`src/rtl/dbbf_pkg.sv`:
```
// Shared types, constants, coefficient tables and microcode for the dual-band filter bank.
package dbbf_pkg;

  localparam int SAMPLE_WIDTH   = 12;
  localparam int STATE_WIDTH    = 32;
  localparam int COEF_WIDTH     = 12;
  localparam int GAIN_WIDTH     = 5;
  localparam int OFFSET_WIDTH   = 10;
  localparam int OUT_WIDTH      = 16;
  localparam int SECTIONS       = 4;
  localparam int SEC_WIDTH      = $clog2(SECTIONS);
  localparam int S_TDATA_WIDTH  = ((SAMPLE_WIDTH + 7) / 8) * 8;
  localparam int M_TDATA_WIDTH  = 2 * OUT_WIDTH;
  localparam int APB_DATA_WIDTH = 32;
  localparam int APB_ADDR_WIDTH = 3;
  localparam int REG_SEL_BIT    = 2;
  localparam int PC_WIDTH       = 3;

  localparam int Q_SHIFT    = 10;
  localparam int B1_SHIFT   = 11;
  localparam int GAIN_SHIFT = 20;

  localparam logic [OFFSET_WIDTH-1:0] OFFSET_RESET = OFFSET_WIDTH'(512);
  localparam logic [GAIN_WIDTH-1:0]   GAIN_RESET   = GAIN_WIDTH'(8);

  localparam logic REG_OFFSET = 1'b0;
  localparam logic REG_GAIN   = 1'b1;

  localparam logic BAND_LOW  = 1'b0;
  localparam logic BAND_HIGH = 1'b1;

  localparam logic [PC_WIDTH-1:0] STEP_A1     = PC_WIDTH'(0);
  localparam logic [PC_WIDTH-1:0] STEP_A2     = PC_WIDTH'(1);
  localparam logic [PC_WIDTH-1:0] STEP_W      = PC_WIDTH'(2);
  localparam logic [PC_WIDTH-1:0] STEP_Y1     = PC_WIDTH'(3);
  localparam logic [PC_WIDTH-1:0] STEP_B1     = PC_WIDTH'(4);
  localparam logic [PC_WIDTH-1:0] STEP_GAIN   = PC_WIDTH'(5);
  localparam logic [PC_WIDTH-1:0] STEP_OUTPUT = PC_WIDTH'(6);

  localparam logic [SEC_WIDTH-1:0] LAST_SECTION = SEC_WIDTH'(SECTIONS - 1);

  // Indexed by {band, section}.
  localparam logic signed [COEF_WIDTH-1:0] A1_TAB [2*SECTIONS] = '{
    -12'sd1907, -12'sd1911, -12'sd1911, -12'sd1920,
    -12'sd1843, -12'sd1848, -12'sd1847, -12'sd1859
  };
  localparam logic signed [COEF_WIDTH-1:0] A2_TAB [2*SECTIONS] = '{
    12'sd1012, 12'sd1012, 12'sd1019, 12'sd1019,
    12'sd1009, 12'sd1009, 12'sd1018, 12'sd1018
  };
  // Set where b1 is -2048 instead of +2048, indexed by section.
  localparam logic [SECTIONS-1:0] B1_NEG = 4'b1100;

  typedef enum logic [1:0] {
    MUL_IDLE,
    MUL_A1_D1,
    MUL_A2_D0,
    MUL_GAIN_ACC
  } mul_sel_t;

  typedef enum logic [2:0] {
    ACC_HOLD,
    ACC_LOAD_X,
    ACC_SUB_P,
    ACC_Y1_D0,
    ACC_ADD_B1D1
  } acc_op_t;

  typedef enum logic [1:0] {
    JMP_NEXT,
    JMP_LOOP,
    JMP_DONE
  } jmp_t;

  typedef enum logic {
    SEQ_IDLE,
    SEQ_RUN
  } seq_state_t;

  typedef struct packed {
    mul_sel_t            mul_sel;
    acc_op_t             acc_op;
    logic                dly_wr;
    logic                emit;
    jmp_t                jmp;
    logic [PC_WIDTH-1:0] target;
  } ucode_t;

  typedef struct packed {
    mul_sel_t             mul_sel;
    acc_op_t              acc_op;
    logic                 dly_wr;
    logic                 first;
    logic [SEC_WIDTH-1:0] sec;
  } lane_ctl_t;

  // Signed division by 2^k that truncates toward zero.
  function automatic logic signed [STATE_WIDTH-1:0] sdiv_pow2(
    input logic signed [STATE_WIDTH-1:0] v,
    input int                            k
  );
    logic [STATE_WIDTH-1:0]        mask;
    logic signed [STATE_WIDTH-1:0] sum;
    mask = (STATE_WIDTH'(1) << k) - STATE_WIDTH'(1);
    sum  = v + (v[STATE_WIDTH-1] ? $signed(mask) : '0);
    return sum >>> k;
  endfunction

  function automatic ucode_t ucode_rom(input logic [PC_WIDTH-1:0] pc);
    ucode_t uw;
    uw = '{mul_sel: MUL_IDLE, acc_op: ACC_HOLD, dly_wr: 1'b0, emit: 1'b0,
           jmp: JMP_NEXT, target: STEP_A1};
    case (pc)
      STEP_A1: begin
        uw.mul_sel = MUL_A1_D1;
        uw.acc_op  = ACC_LOAD_X;
      end
      STEP_A2: begin
        uw.mul_sel = MUL_A2_D0;
        uw.acc_op  = ACC_SUB_P;
      end
      STEP_W: begin
        uw.acc_op = ACC_SUB_P;
      end
      STEP_Y1: begin
        uw.acc_op = ACC_Y1_D0;
      end
      STEP_B1: begin
        uw.acc_op = ACC_ADD_B1D1;
        uw.dly_wr = 1'b1;
      end
      STEP_GAIN: begin
        uw.mul_sel = MUL_GAIN_ACC;
        uw.jmp     = JMP_LOOP;
        uw.target  = STEP_A1;
      end
      STEP_OUTPUT: begin
        uw.emit = 1'b1;
        uw.jmp  = JMP_DONE;
      end
      default: begin
        uw.jmp = JMP_DONE;
      end
    endcase
    return uw;
  endfunction

endpackage

```
`src/rtl/dbbf_lane.sv`:
```
// One band's datapath: section delay words, shared multiplier and accumulator.
module dbbf_lane (
  input  logic                                 clk,
  input  logic                                 rst,
  input  dbbf_pkg::lane_ctl_t                  ctl,
  input  logic                                 band,
  input  logic signed [dbbf_pkg::SAMPLE_WIDTH-1:0] sample,
  input  logic [dbbf_pkg::GAIN_WIDTH-1:0]      gain,
  output logic [dbbf_pkg::OUT_WIDTH-1:0]       chain_out
);

  localparam int SW = dbbf_pkg::STATE_WIDTH;
  localparam int CW = dbbf_pkg::COEF_WIDTH;

  logic signed [SW-1:0] d0_mem [dbbf_pkg::SECTIONS];
  logic signed [SW-1:0] d1_mem [dbbf_pkg::SECTIONS];
  logic signed [SW-1:0] acc;
  logic signed [SW-1:0] acc_next;
  logic signed [SW-1:0] p;
  logic signed [SW-1:0] wq;
  logic signed [SW-1:0] d0;
  logic signed [SW-1:0] d1;
  logic signed [SW-1:0] x_sect;
  logic signed [SW-1:0] x_in;
  logic signed [SW-1:0] y1;
  logic signed [SW-1:0] b1_term;
  logic signed [SW-1:0] mul_a;
  logic signed [CW-1:0] mul_b;
  logic signed [SW+CW-1:0] prod;
  logic [dbbf_pkg::SEC_WIDTH:0] coef_idx;

  always_comb begin
    coef_idx = {band, ctl.sec};
    d0       = d0_mem[ctl.sec];
    d1       = d1_mem[ctl.sec];
    x_sect   = dbbf_pkg::sdiv_pow2(p, dbbf_pkg::GAIN_SHIFT);
    x_in     = ctl.first ? SW'(sample) : x_sect;
    y1       = dbbf_pkg::sdiv_pow2(acc <<< dbbf_pkg::Q_SHIFT, dbbf_pkg::Q_SHIFT);
    b1_term  = dbbf_pkg::B1_NEG[ctl.sec] ? -(d1 <<< dbbf_pkg::B1_SHIFT)
                                         : (d1 <<< dbbf_pkg::B1_SHIFT);
    chain_out = x_sect[dbbf_pkg::OUT_WIDTH-1:0];
  end

  always_comb begin
    case (ctl.mul_sel)
      dbbf_pkg::MUL_A1_D1: begin
        mul_a = d1;
        mul_b = dbbf_pkg::A1_TAB[coef_idx];
      end
      dbbf_pkg::MUL_A2_D0: begin
        mul_a = d0;
        mul_b = dbbf_pkg::A2_TAB[coef_idx];
      end
      dbbf_pkg::MUL_GAIN_ACC: begin
        mul_a = acc;
        mul_b = $signed(CW'(gain));
      end
      default: begin
        mul_a = '0;
        mul_b = '0;
      end
    endcase
    prod = mul_a * mul_b;
  end

  always_comb begin
    case (ctl.acc_op)
      dbbf_pkg::ACC_LOAD_X:   acc_next = x_in <<< dbbf_pkg::Q_SHIFT;
      dbbf_pkg::ACC_SUB_P:    acc_next = acc - p;
      dbbf_pkg::ACC_Y1_D0:    acc_next = y1 + (d0 <<< dbbf_pkg::Q_SHIFT);
      dbbf_pkg::ACC_ADD_B1D1: acc_next = acc + b1_term;
      default:                acc_next = acc;
    endcase
  end

  always_ff @(posedge clk) begin
    acc <= acc_next;
    if (ctl.mul_sel != dbbf_pkg::MUL_IDLE) begin
      p <= prod[SW-1:0];
    end
    if (ctl.acc_op == dbbf_pkg::ACC_Y1_D0) begin
      wq <= dbbf_pkg::sdiv_pow2(acc, dbbf_pkg::Q_SHIFT);
    end
  end

  always_ff @(posedge clk) begin
    if (rst) begin
      for (int i = 0; i < dbbf_pkg::SECTIONS; i++) begin
        d0_mem[i] <= '0;
        d1_mem[i] <= '0;
      end
    end else if (ctl.dly_wr) begin
      d0_mem[ctl.sec] <= d1;
      d1_mem[ctl.sec] <= wq;
    end
  end

endmodule

```
`src/rtl/dual_band_biquad_filter_bank.sv`:
```
// Top level: stream ports, APB registers, microcode sequencer and two band lanes.
// Each sample runs six microcode steps for each of the four sections, on one
// multiplier per band, then one output step, which waits while an earlier result
// is not taken, and the sequencer then returns to idle.
// The block takes no new item while a sample is in work; a finished result waits in
// the output register. Synchronous reset clears the delay words and the sequencer
// and sets output_offset to 512 and section_gain to 8.
module dual_band_biquad_filter_bank (
  input  logic                                  clk,
  input  logic                                  rst,
  input  logic                                  s_tvalid,
  output logic                                  s_tready,
  // Bits from low: sample [11:0], zero padding.
  input  logic [dbbf_pkg::S_TDATA_WIDTH-1:0]    s_tdata,
  output logic                                  m_tvalid,
  input  logic                                  m_tready,
  // Bits from low: low_band_out [15:0], high_band_out [31:16].
  output logic [dbbf_pkg::M_TDATA_WIDTH-1:0]    m_tdata,
  input  logic                                  psel,
  input  logic                                  penable,
  input  logic                                  pwrite,
  input  logic [dbbf_pkg::APB_ADDR_WIDTH-1:0]   paddr,
  input  logic [dbbf_pkg::APB_DATA_WIDTH-1:0]   pwdata,
  output logic [dbbf_pkg::APB_DATA_WIDTH-1:0]   prdata,
  output logic                                  pready
);

  dbbf_pkg::seq_state_t state;
  dbbf_pkg::seq_state_t state_next;
  logic [dbbf_pkg::PC_WIDTH-1:0]  pc;
  logic [dbbf_pkg::PC_WIDTH-1:0]  pc_next;
  logic [dbbf_pkg::SEC_WIDTH-1:0] sec;
  logic [dbbf_pkg::SEC_WIDTH-1:0] sec_next;
  dbbf_pkg::ucode_t               uw;
  dbbf_pkg::lane_ctl_t            lane_ctl;
  logic                           busy;
  logic                           stall;
  logic                           emit_fire;
  logic                           cfg_wr;

  logic [dbbf_pkg::OFFSET_WIDTH-1:0]       output_offset;
  logic [dbbf_pkg::GAIN_WIDTH-1:0]         section_gain;
  logic signed [dbbf_pkg::SAMPLE_WIDTH-1:0] sample;
  logic [dbbf_pkg::OUT_WIDTH-1:0]          low_chain;
  logic [dbbf_pkg::OUT_WIDTH-1:0]          high_chain;
  logic [dbbf_pkg::OUT_WIDTH-1:0]          low_band_out;
  logic [dbbf_pkg::OUT_WIDTH-1:0]          high_band_out;

  assign pready = 1'b1;
  assign cfg_wr = psel && penable && pwrite && pready;

  always_ff @(posedge clk) begin
    if (rst) begin
      output_offset <= dbbf_pkg::OFFSET_RESET;
      section_gain  <= dbbf_pkg::GAIN_RESET;
    end else if (cfg_wr) begin
      case (paddr[dbbf_pkg::REG_SEL_BIT])
        dbbf_pkg::REG_OFFSET: output_offset <= pwdata[dbbf_pkg::OFFSET_WIDTH-1:0];
        dbbf_pkg::REG_GAIN:   section_gain  <= pwdata[dbbf_pkg::GAIN_WIDTH-1:0];
        default: begin
        end
      endcase
    end
  end

  always_comb begin
    case (paddr[dbbf_pkg::REG_SEL_BIT])
      dbbf_pkg::REG_OFFSET: prdata = dbbf_pkg::APB_DATA_WIDTH'(output_offset);
      dbbf_pkg::REG_GAIN:   prdata = dbbf_pkg::APB_DATA_WIDTH'(section_gain);
      default:              prdata = '0;
    endcase
  end

  assign uw    = dbbf_pkg::ucode_rom(pc);
  assign busy  = (state == dbbf_pkg::SEQ_RUN);
  assign stall = uw.emit && m_tvalid && !m_tready;

  always_comb begin
    state_next = state;
    pc_next    = pc;
    sec_next   = sec;
    case (state)
      dbbf_pkg::SEQ_IDLE: begin
        pc_next  = dbbf_pkg::STEP_A1;
        sec_next = '0;
        if (s_tvalid) begin
          state_next = dbbf_pkg::SEQ_RUN;
        end
      end
      dbbf_pkg::SEQ_RUN: begin
        if (!stall) begin
          case (uw.jmp)
            dbbf_pkg::JMP_LOOP: begin
              if (sec != dbbf_pkg::LAST_SECTION) begin
                pc_next  = uw.target;
                sec_next = sec + 1'b1;
              end else begin
                pc_next = pc + 1'b1;
              end
            end
            dbbf_pkg::JMP_DONE: begin
              state_next = dbbf_pkg::SEQ_IDLE;
              pc_next    = dbbf_pkg::STEP_A1;
              sec_next   = '0;
            end
            default: begin
              pc_next = pc + 1'b1;
            end
          endcase
        end
      end
      default: begin
        state_next = dbbf_pkg::SEQ_IDLE;
      end
    endcase
  end

  always_comb begin
    s_tready         = !busy;
    emit_fire        = busy && uw.emit && !stall;
    lane_ctl.mul_sel = (busy && !stall) ? uw.mul_sel : dbbf_pkg::MUL_IDLE;
    lane_ctl.acc_op  = (busy && !stall) ? uw.acc_op : dbbf_pkg::ACC_HOLD;
    lane_ctl.dly_wr  = busy && uw.dly_wr;
    lane_ctl.first   = (sec == '0);
    lane_ctl.sec     = sec;
  end

  always_ff @(posedge clk) begin
    if (rst) begin
      state <= dbbf_pkg::SEQ_IDLE;
      pc    <= dbbf_pkg::STEP_A1;
      sec   <= '0;
    end else begin
      state <= state_next;
      pc    <= pc_next;
      sec   <= sec_next;
    end
  end

  always_ff @(posedge clk) begin
    if (s_tvalid && s_tready) begin
      sample <= $signed(s_tdata[dbbf_pkg::SAMPLE_WIDTH-1:0]);
    end
  end

  dbbf_lane u_low (
    .clk       (clk),
    .rst       (rst),
    .ctl       (lane_ctl),
    .band      (dbbf_pkg::BAND_LOW),
    .sample    (sample),
    .gain      (section_gain),
    .chain_out (low_chain)
  );

  dbbf_lane u_high (
    .clk       (clk),
    .rst       (rst),
    .ctl       (lane_ctl),
    .band      (dbbf_pkg::BAND_HIGH),
    .sample    (sample),
    .gain      (section_gain),
    .chain_out (high_chain)
  );

  assign low_band_out  = low_chain + dbbf_pkg::OUT_WIDTH'(output_offset);
  assign high_band_out = high_chain + dbbf_pkg::OUT_WIDTH'(output_offset);

  always_ff @(posedge clk) begin
    if (rst) begin
      m_tvalid <= 1'b0;
    end else if (emit_fire) begin
      m_tvalid <= 1'b1;
    end else if (m_tready) begin
      m_tvalid <= 1'b0;
    end
  end

  always_ff @(posedge clk) begin
    if (emit_fire) begin
      m_tdata <= {high_band_out, low_band_out};
    end
  end

endmodule

```
`config.mk`:
```
export PLATFORM = sky130hd
export DESIGN_NAME = dual_band_biquad_filter_bank
export DESIGN_NICKNAME = d
export VERILOG_FILES = /design/src/rtl/dbbf_pkg.sv /design/src/rtl/dbbf_lane.sv /design/src/rtl/dual_band_biquad_filter_bank.sv
export SDC_FILE = /design/constraint.sdc
export NUM_CORES = 2
export LEC_CHECK = 0
export CORE_UTILIZATION = 51
export CTS_CLUSTER_SIZE = 12
export DETAILED_ROUTE_END_ITERATION = 8
export DONT_BUFFER_PORTS = 1
export GPL_TIMING_DRIVEN = 0
export PLACE_DENSITY = 0.66
export RECOVER_POWER = 100
export REMOVE_ABC_BUFFERS = 1
export SYNTH_ARGS = -nofsm -noshare
export SYNTH_HDL_FRONTEND = slang
export SYNTH_SLANG_ARGS = --single-unit
```
`constraint.sdc`:
```
create_clock -name clk -period 16.5 [get_ports clk]
set_input_delay 0.825 -clock clk [delete_from_list [all_inputs] [get_ports clk]]
set_output_delay 0.825 -clock clk [all_outputs]
set_load 0.05 [all_outputs]
```
==> results.sh <==
export IMPL_cts_setup_buffers=0
export IMPL_whs_ps=281
export IMPL_port_buffers=0
export IMPL_max_cap_violations=21
export IMPL_synth_cell_area_um2=53200
export IMPL_cp_required_ps=16850
export IMPL_layout_filler_cells=9039
export IMPL_worst_setup_path_type="reg -> reg"
export IMPL_max_vdd_drop_v=0.0000854
export IMPL_clock_insertion_delay_worst_skew_ps=630
export IMPL_worst_clock_skew_ps=36.5
export IMPL_post_dp_hpwl_mm=124
export IMPL_critical_path_max_fanout=54
export IMPL_final_common_cell="sky130_fd_sc_hd__inv_1"
export IMPL_grt_start_max_net_pins=65
export IMPL_drtPass1Iterations=9
export IMPL_post_synthesis_cells=5256
export IMPL_routed_wire_length_per_instance_um=24.2
export IMPL_gr_total_overflow=0
export IMPL_final_hold_viol_count=0
export IMPL_worst_setup_path_start_kind="flip-flop"
export IMPL_ctsHtreeMaxLevel=3
export IMPL_combinational_family_with_the_most_area_after_synthesis="adder cells"
export IMPL_die_area_um2=106000
export IMPL_track_usage=0.305
export IMPL_synth_distinct_cells=84
export IMPL_clkSlewWorstSetupHoldPaths_ps=60
export IMPL_finish_net_count=6102
export IMPL_worst_ep_arrival_time_ps=11960
export IMPL_synth_edf_count=562
export IMPL_synthesis_area_per_instance_um2=10.1
export IMPL_total_drc_errors_in_the_routed_layout=0
export IMPL_antenna_found_initial=10
export IMPL_post_synth_xor_area_fraction=0.0586
export IMPL_synth_flop_cell="sky130_fd_sc_hd__edfxtp_1"
export IMPL_drive_above_1_share=0.0527
export IMPL_synth_area_mux_share=0.0423
export IMPL_count_of_pins_on_the_block_boundary=125
export IMPL_cts_tree="yes"
export IMPL_synthesis_yosys_warnings=0
export IMPL_final_cell_mix="sky130_fd_sc_hd__inv_1 (639), sky130_fd_sc_hd__edfxtp_1 (562), sky130_fd_sc_hd__nor2_1 (501)"
export IMPL_gp_congestion=0.984
export IMPL_drt_iter0_markers=4752
export IMPL_place_ws_ps=5750
export IMPL_fp_row_count=118
export IMPL_r2r_cells=24
export IMPL_horizontal_extent_of_the_die_um=325
export IMPL_die_y_um=325
export IMPL_power_density_nw_per_um2=74.2
export IMPL_violated_checks="max-capacitance violations, max-slew violations"
export IMPL_final_wirelength_mm=161
export IMPL_synth_sequential_area_ratio=0.326
export IMPL_antenna_left=0
export IMPL_min_path_cells=1
export IMPL_cts_repair_resize_count=0
export IMPL_synth_compound_area_share=0.0985
export IMPL_timing_limited_maximum_frequency_mhz=86.1
export IMPL_grt_setup_unrepaired="no"
export IMPL_postSynthRegisterBits=586
export IMPL_period_needed_ps=11610
export IMPL_grt_first_pass_wirelength_mm=243
export IMPL_post_drt_via_cell_ratio=6.03
export IMPL_first_global_vias=39400
export IMPL_crit_reg2reg_capture="u_high.p[31]"
export IMPL_min_delay_worst_endpoint="output_offset[6]"
export IMPL_synth_fa_ha_area_frac=0.259
export IMPL_tightestPinTransition_ps=3870
export IMPL_critPathCaptureType="flip-flop"
export IMPL_synth_simple_gate_area_frac=0.151
export IMPL_async_reset_ff_frac=0
export IMPL_slack_of_the_worst_reg_to_reg_path_ps=4890
export IMPL_run_status="finished, violations left"
export IMPL_drv_slew=701
export IMPL_cts_made_buffers=67
export IMPL_floorplan_initialDensity=0.514
export IMPL_cts_sinks=586
export IMPL_leakagePower_nw=23.5
export IMPL_report_final_setup_viol=0
export IMPL_area_growth_synth_to_final_pct=7.16
export IMPL_cts_max_path_buffers=3
export IMPL_final_setup_worst_slack_ps=4890
export IMPL_fin_crit_sh=0.704
export IMPL_min_from="rst"
export IMPL_slew_headroom=-1.58
export IMPL_coreArea_um2=103000
export IMPL_hold_path_class="in -> reg"
export IMPL_cts_hold_fix_buffers=0
export IMPL_root_buffer="sky130_fd_sc_hd__clkbuf_16"
export IMPL_dr_total_vias=40000
==> how the worst max path moves through the flow <==
stage                     slack [ps]  cells past startpoint            to      start
after floorplan                 4120                     24  u_high.p[31]   m_tready
after detailed placement        5750                     28  u_high.p[31]   m_tvalid
final                           4890                     24  u_high.p[31]  flip-flop
after global placement         -2760                     24  u_high.p[31]   m_tready
after CTS                       5750                     28  u_high.p[31]   m_tvalid
after global routing            4390                     24  u_high.p[31]  flip-flop
==> final cells by class <==
class                           instances  area (µm²)  area share
Multi-Input combinational cell       3824       32700       0.573
Sequential cell                       586       17400       0.304
Inverter                              641        2410      0.0422
Clock buffer                           89        1850      0.0325
Tap cell                             1380        1730      0.0303
Timing Repair Buffer                   92         711      0.0125
Clock inverter                         26         297     0.00520
Antenna cell                            4        10.0    0.000176
==> state kept, by name (all words and copies together), names as in the netlist, named ones only <==
name / count
u_high.d1_mem: 88
sample: 12
section_gain: 5
u_low.d1_mem: 88
m_tdata: 26
sec: 2
u_low.acc: 32
u_high.acc: 32
busy: 1
u_high.d0_mem: 88
output_offset: 10
m_tvalid: 1
u_low.p: 32
u_high.wq: 22
u_low.d0_mem: 88
pc: 3
u_high.p: 32
u_low.wq: 22
==> kinds of logic (layout without fill, tap and decap cells) <==
kind of cell,Yosys count,count (layout)
compound gates,795,795
flops,586,586
buf+inv,867,848
simple gates,1683,1683
other cells,2,27
fa+ha+maj,836,836
xor+xnor,352,352
mux,135,135
==> where the power goes <==
part / internal [mW] / leakage, nW / switching [mW]
Clock: 0.882 / 1.04 / 0.622
Combinational: 0.338 / 16.7 / 0.581
Sequential: 1.71 / 5.80 / 0.0929
==> cell usage after synthesis, types with 46 or more instances <==
library cell | number | area (µm²)
sky130_fd_sc_hd__fa_1 | 443 | 8870
sky130_fd_sc_hd__xor2_1 | 119 | 1040
sky130_fd_sc_hd__o21ai_0 | 125 | 626
sky130_fd_sc_hd__clkbuf_1 | 161 | 604
sky130_fd_sc_hd__nand2b_1 | 68 | 425
sky130_fd_sc_hd__inv_1 | 640 | 2400
sky130_fd_sc_hd__a21o_1 | 121 | 908
sky130_fd_sc_hd__nor2_1 | 504 | 1890
sky130_fd_sc_hd__and2_1 | 289 | 1810
sky130_fd_sc_hd__mux4_2 | 69 | 1550
sky130_fd_sc_hd__nand2_1 | 468 | 1760
sky130_fd_sc_hd__ha_1 | 389 | 4870
sky130_fd_sc_hd__xnor2_1 | 230 | 2010
sky130_fd_sc_hd__o21a_1 | 51 | 383
sky130_fd_sc_hd__and3_1 | 46 | 288
sky130_fd_sc_hd__edfxtp_1 | 562 | 16900
sky130_fd_sc_hd__nand3_1 | 95 | 475
sky130_fd_sc_hd__nor3_1 | 53 | 265
sky130_fd_sc_hd__a21oi_1 | 220 | 1100
==> metrics by stage <==
| step | area [µm²] | cells | utilization | power [mW] | TNS (ps) |
|---|---|---|---|---|---|
| 6_report | 57000 | 6642 | 0.551 | 4.23 | 0 |
| 4_1_cts | 57600 | 6636 | 0.557 | 4.22 | 0 |
| 2_1_floorplan | 52300 | 5051 | - | 2.43 | 0 |
| 3_3_place_gp | 54000 | 6431 | 0.522 | 2.71 | -321210 |
| 5_1_grt | 57000 | 6642 | 0.551 | 4.37 | 0 |
| 3_5_place_dp | 55500 | 6521 | 0.536 | 2.73 | 0 |
==> per-layer routing <==
metal  track usage  wire, µm  vias up
met5             0        19        -
met4         0.113      5760        2
met3        0.0663     18100      316
met2         0.458     69900     2013
met1         0.434     67100    20000
li1              -         -    17700
==> worst max-delay path, stage by stage (launching register included) <==
cell and delay (ps):
sky130_fd_sc_hd__dfxtp_1 870, sky130_fd_sc_hd__clkbuf_1 2710, sky130_fd_sc_hd__buf_16 310, sky130_fd_sc_hd__mux4_2 420, sky130_fd_sc_hd__a222oi_1 960, sky130_fd_sc_hd__nor2_1 190
sky130_fd_sc_hd__nor2b_1 200, sky130_fd_sc_hd__ha_1 170, sky130_fd_sc_hd__inv_1 60, sky130_fd_sc_hd__fa_1 500, sky130_fd_sc_hd__inv_1 50, sky130_fd_sc_hd__fa_1 400
sky130_fd_sc_hd__fa_1 520, sky130_fd_sc_hd__inv_1 50, sky130_fd_sc_hd__fa_1 470, sky130_fd_sc_hd__inv_1 40, sky130_fd_sc_hd__ha_1 320, sky130_fd_sc_hd__and3_1 200
sky130_fd_sc_hd__a2111o_1 410, sky130_fd_sc_hd__a31oi_1 320, sky130_fd_sc_hd__o21ai_0 290, sky130_fd_sc_hd__o41ai_1 610, sky130_fd_sc_hd__o21ai_0 400, sky130_fd_sc_hd__a311oi_1 400
sky130_fd_sc_hd__xnor2_1 330
Note: power is estimated with default switching activity, not from simulation.
